`src/hw/rtl/tlpm_pkg.sv`:
```
// shared types and constants for the two-level page map insert block
// no dependencies; imported by every module of the block except tlpm_ram
`timescale 1ns / 1ps

package tlpm_pkg;

  localparam int unsigned MAX_TABLES_DEF    = 64;
  localparam int unsigned ENTRIES_PER_TABLE = 1024;
  localparam int unsigned DIR_ENTRIES       = 1024;
  localparam int unsigned DIR_IX_W          = 10;
  localparam int unsigned TIX_W             = 10;
  localparam int unsigned ENTRY_W           = 32;
  localparam int unsigned ATTR_W            = 12;
  localparam int unsigned SLOT_MAX_W        = 10;
  localparam int unsigned PAGE_SHIFT        = 12;
  localparam int unsigned DIR_IX_LSB        = 22;
  localparam int unsigned TIX_LSB           = 12;

  // present, user, writable
  localparam logic [ENTRY_W-1:0] DIR_FLAGS = 32'h0000_0007;

  typedef enum logic [1:0] {
    ST_WRITTEN   = 2'd0,
    ST_KEPT      = 2'd1,
    ST_EXHAUSTED = 2'd2
  } status_t;

  // classified request handed from the front part to the back part
  typedef struct packed {
    logic                  exhausted;
    logic                  allocated;
    logic [SLOT_MAX_W-1:0] slot;
    logic [TIX_W-1:0]      tix;
    logic [ENTRY_W-1:0]    value;
  } req_t;

  typedef enum logic [1:0] {
    F_CLEAR,
    F_IDLE,
    F_LOOK
  } front_state_t;

  typedef enum logic [1:0] {
    B_IDLE,
    B_ZERO,
    B_READ,
    B_WAIT
  } back_state_t;

endpackage

```
`src/hw/rtl/tlpm_fifo.sv`:
```
// two-entry queue of classified requests between front and back parts
// depends on tlpm_pkg
`timescale 1ns / 1ps

module tlpm_fifo import tlpm_pkg::*; (
  input  logic clk,
  input  logic rst,
  input  logic push,
  input  req_t data_in,
  output logic full,
  input  logic pop,
  output req_t data_out,
  output logic empty
);

  req_t       slots [2];
  logic       wptr;
  logic       rptr;
  logic [1:0] count;

  assign full     = (count == 2'd2);
  assign empty    = (count == 2'd0);
  assign data_out = slots[rptr];

  always_ff @(posedge clk) begin
    if (push) begin
      slots[wptr] <= data_in;
    end
  end

  always_ff @(posedge clk) begin
    if (rst) begin
      wptr  <= 1'b0;
      rptr  <= 1'b0;
      count <= 2'd0;
    end else begin
      if (push) begin
        wptr <= ~wptr;
      end
      if (pop) begin
        rptr <= ~rptr;
      end
      unique case ({push, pop})
        2'b10:   count <= count + 2'd1;
        2'b01:   count <= count - 2'd1;
        default: count <= count;
      endcase
    end
  end

endmodule

```
`config.mk`:
```
export PLATFORM = sky130hd
export DESIGN_NAME = tlpm_fifo
export DESIGN_NICKNAME = d
export VERILOG_FILES = /design/src/hw/rtl/tlpm_pkg.sv /design/src/hw/rtl/tlpm_fifo.sv
export SDC_FILE = /design/constraint.sdc
export NUM_CORES = 1
export LEC_CHECK = 0
export ABC_AREA = 1
export BUFFER_PORTS_ARGS = -buffer_cell sky130_fd_sc_hd__clkbuf_2
export CELL_PAD_IN_SITES_DETAIL_PLACEMENT = 1
export CELL_PAD_IN_SITES_GLOBAL_PLACEMENT = 1
export CORE_ASPECT_RATIO = 2
export CORE_MARGIN = 3
export CORE_UTILIZATION = 50
export CTS_BUF_LIST = sky130_fd_sc_hd__clkbuf_4
export DETAILED_ROUTE_END_ITERATION = 10
export HOLD_SLACK_MARGIN = 0.05
export PLACE_DENSITY_LB_ADDON = 0.1
export SYNTH_ARGS = -nofsm -noshare
export SYNTH_HDL_FRONTEND = slang
export SYNTH_SLANG_ARGS = --single-unit
```
`constraint.sdc`:
```
create_clock -name clk -period 5.4 [get_ports clk]
set_input_delay 0.27 -clock clk [delete_from_list [all_inputs] [get_ports clk]]
set_output_delay 0.27 -clock clk [all_outputs]
set_load 0.01 [all_outputs]
```
==> results.md <==
* Mux share of post-synthesis cell area at a little under a fifth
* Initial Util at between 50 and 60%
* Grt ovf at 0
* Syn Inst Count at 201
* DRC at 0
* DRT iter0 DRCs at around 190
* Ys async rst share at 0%
* Rows at 47
* Rel. slew slack at approximately 33%
* Final wirelength at just over 9 mm
* I/O Buffers at 113
* Critical path fanouts, max at between 50 and 60
* Antenna cells at 0
* Simple logic cell fraction of the synthesized area at about 1.5%
* PwrDens at 332 nW/um2
* Critical path arrival at 2.10 ns
* HP Class: in -> reg
* Vias at ~2.4k
* Vias in the first global route at 2764
* Mapped Area at between 4000 and 5000 um2
* Total CTS buffers at 17
* Area of the multi-input gates at about 900 um2
* Main synth FF type: edfxtp_1
* CP max-delay cell: dfxtp_4
* Min Clock Period, post-route at 2.37 ns
* XOR/XNOR share of the synthesized area at 0.200%
* Horiz. Die Dim at ~72 um
* Routing usage on met3 at 7.34%
* Initial antenna violation count at 0
* Routed Antenna Nets at 0
* Core area at 8410 um2
* Root buf cell: clkbuf_4
* CTS tree: done
* Area delta synth->final at 33.9%
* Final core occ at roughly 70%
* Worst path top cell family by delay: flip-flops
* Worst skew pair latency at between 0.5 and 0.6 ns
* WL/cell at around 19 um
* CTS max path bufs at 2
* Mean Syn Cell Area at 21.8 um2
* Fin Setup TNS at 0 ns
* Final nets at about 450
* Final setup viols at 0
* Reg area at approximately 3300 um2
* Final Hold Fails at 0
* Combinational family with the most area after synthesis: multiplexers
* Clk slew on worst S/H paths at 0.10 ns
* Register area share after synthesis at approximately 76%
* Crit path required time at 5.13 ns
* Status: complete, no violations
* Yosys warns at 0
* Die H at 138 um
* Fillers at 770
* Total GRT Usage at around a fifth
* Share of cells above drive strength 1 at between 50 and 60%
* Met1 usage at between 20% and 30%
* Synth Area in Compound Gates at less than 1%
* Max-slew violations at 0
* First-pass GRT wire length at between 10 and 15 mm
* DRT Pass-1 Iters at 4
* Worst VDD drop at ~0.27 mV
* Worst Path Buf+Inv at 1
* Post-Synth Adder-Cell Area at less than 1%
* Yosys reg bits at roughly 110
* Worst Clk Skew at around 0.008 ns
* Dpl hpwl at around 5.6 mm
* Die area at 9980 um2
* Pin slew with the least headroom to its limit at between 1 and 1.5 ns
* Static Leak at roughly 2.4 nW
* Worst-path cell chain: mux2_2 -> clkbuf_2
* Crit path kind: reg -> out
* Top Ports at 114
* RSZ-0062 raised after global routing: no
* M2 GR Usage at a little over a third
* Critical Path End Type: output port
* Fin crit share at between 40% and 50%
* Mapped Nets at 260
* FMAX at about 0.42 GHz
* CTS H-tree lvls at 4
* Avg Vias per Cell at between 4 and 5
* Max_cap viols at 0
* Count of cell types in the netlist at 15
* Number of synthesized flops with an enable pin at roughly 110
* CTS Sinks at about 110
* Largest net degree at the start of global routing at 55
* GR peak layer: met2
* Critical Path Max Stage Delay at between 1 and 1.5 ns
* Crit start category: register
* Routability Congestion at 0.673
-- power breakdown --
group,switching [mW],leakage [nW],internal [mW]
logic,0.102,1.19,0.143
clock network,0.296,0.159,0.356
registers,0.0373,1.06,1.01
total,0.435,2.41,1.51
-- cells in the final DEF (no fill, tap or decap), drive strengths merged --
cell type      n
edfxtp       108
dfxtp          5
o21ai          1
nor3           1
inv            7
mux2          54
bufinv         4
nand4          1
nand2          5
clkinv         8
a21oi          1
dlygate4sd3   58
nor2          10
clkbuf       130
ha             1
clkinvlp       2
xnor2          1
buf            2
-- Yosys cell counts (4+ instances only) --
cell type	number	area, um2
buf_12	5	100
dfxtp_1	5	100
edfxtp_1	108	3240
inv_1	7	26.3
mux2_2	4	45.0
mux2_4	50	751
nand2_1	5	18.8
nor2_1	10	37.5
-- cell type report --
type	instances	share of cell area [%]
timing repair buffer	173	19.8
clock buffer	17	2.18
multi-input combinational	75	15.4
inverter	7	0.449
clock inverter	14	2.93
sequential	113	57.1
tap	98	2.09
-- worst paths after layout --
path	startpoint	endpoint	slack, ns	depth (start not counted)
setup reg to reg	wptr$_SDFFE_PP0P_	slots[1][53]$_DFFE_PP_	3.62	3
setup / recovery	register	data_out[53]	3.03	2
hold / removal	data_in[25]	slots[0][25]$_DFFE_PP_	0.49	2
hold reg to reg	count[1]$_SDFFE_PP0P_	count[1]$_SDFFE_PP0P_	0.53	2
-- routing by layer --
metal  wire length (um)  vias to the layer above
met2               5590                       80
met1               3130                     1201
li1                   -                     1150
met5                  0                        -
met3                494                       13
met4                135                        0
-- flip-flops by register name (all words and copies together) (netlist names), named ones only --
signal and cells:
count 2, rptr 1, slots 108, wptr 1
-- stage by stage --
| stage | instance area, um2 | power, mW | std cells | hold slack, ns | worst slack (ns) |
|---|---|---|---|---|---|
| global placement | 4980 | 1.27 | 408 | 0.458 | 3.54 |
| CTS | 5860 | 1.97 | 497 | 0.434 | 2.95 |
| detailed placement | 4980 | 1.28 | 408 | 0.463 | 3.55 |
| floorplan | 4380 | 1.20 | 201 | 0.342 | 2.34 |
| finish | 5860 | 1.95 | 497 | 0.489 | 3.03 |
| global route | 5860 | 2.03 | 497 | 0.431 | 2.88 |
-- timing repair --
item / in CTS / in global routing
hold endpoints to repair: 112 / 0
setup buffers: 0 / 0
hold buffers: 58 / 0
resized for setup: 0 / 0
-- cells by family (layout without fill, tap and decap cells) --
logic type / Yosys count / count (layout)
fa+ha+maj: 1 / 1
flops: 113 / 113
mux: 54 / 54
simple gates: 17 / 17
buf+inv: 13 / 211
compound gates: 2 / 2
xor+xnor: 1 / 1
Power figures use the tool's default switching activity.
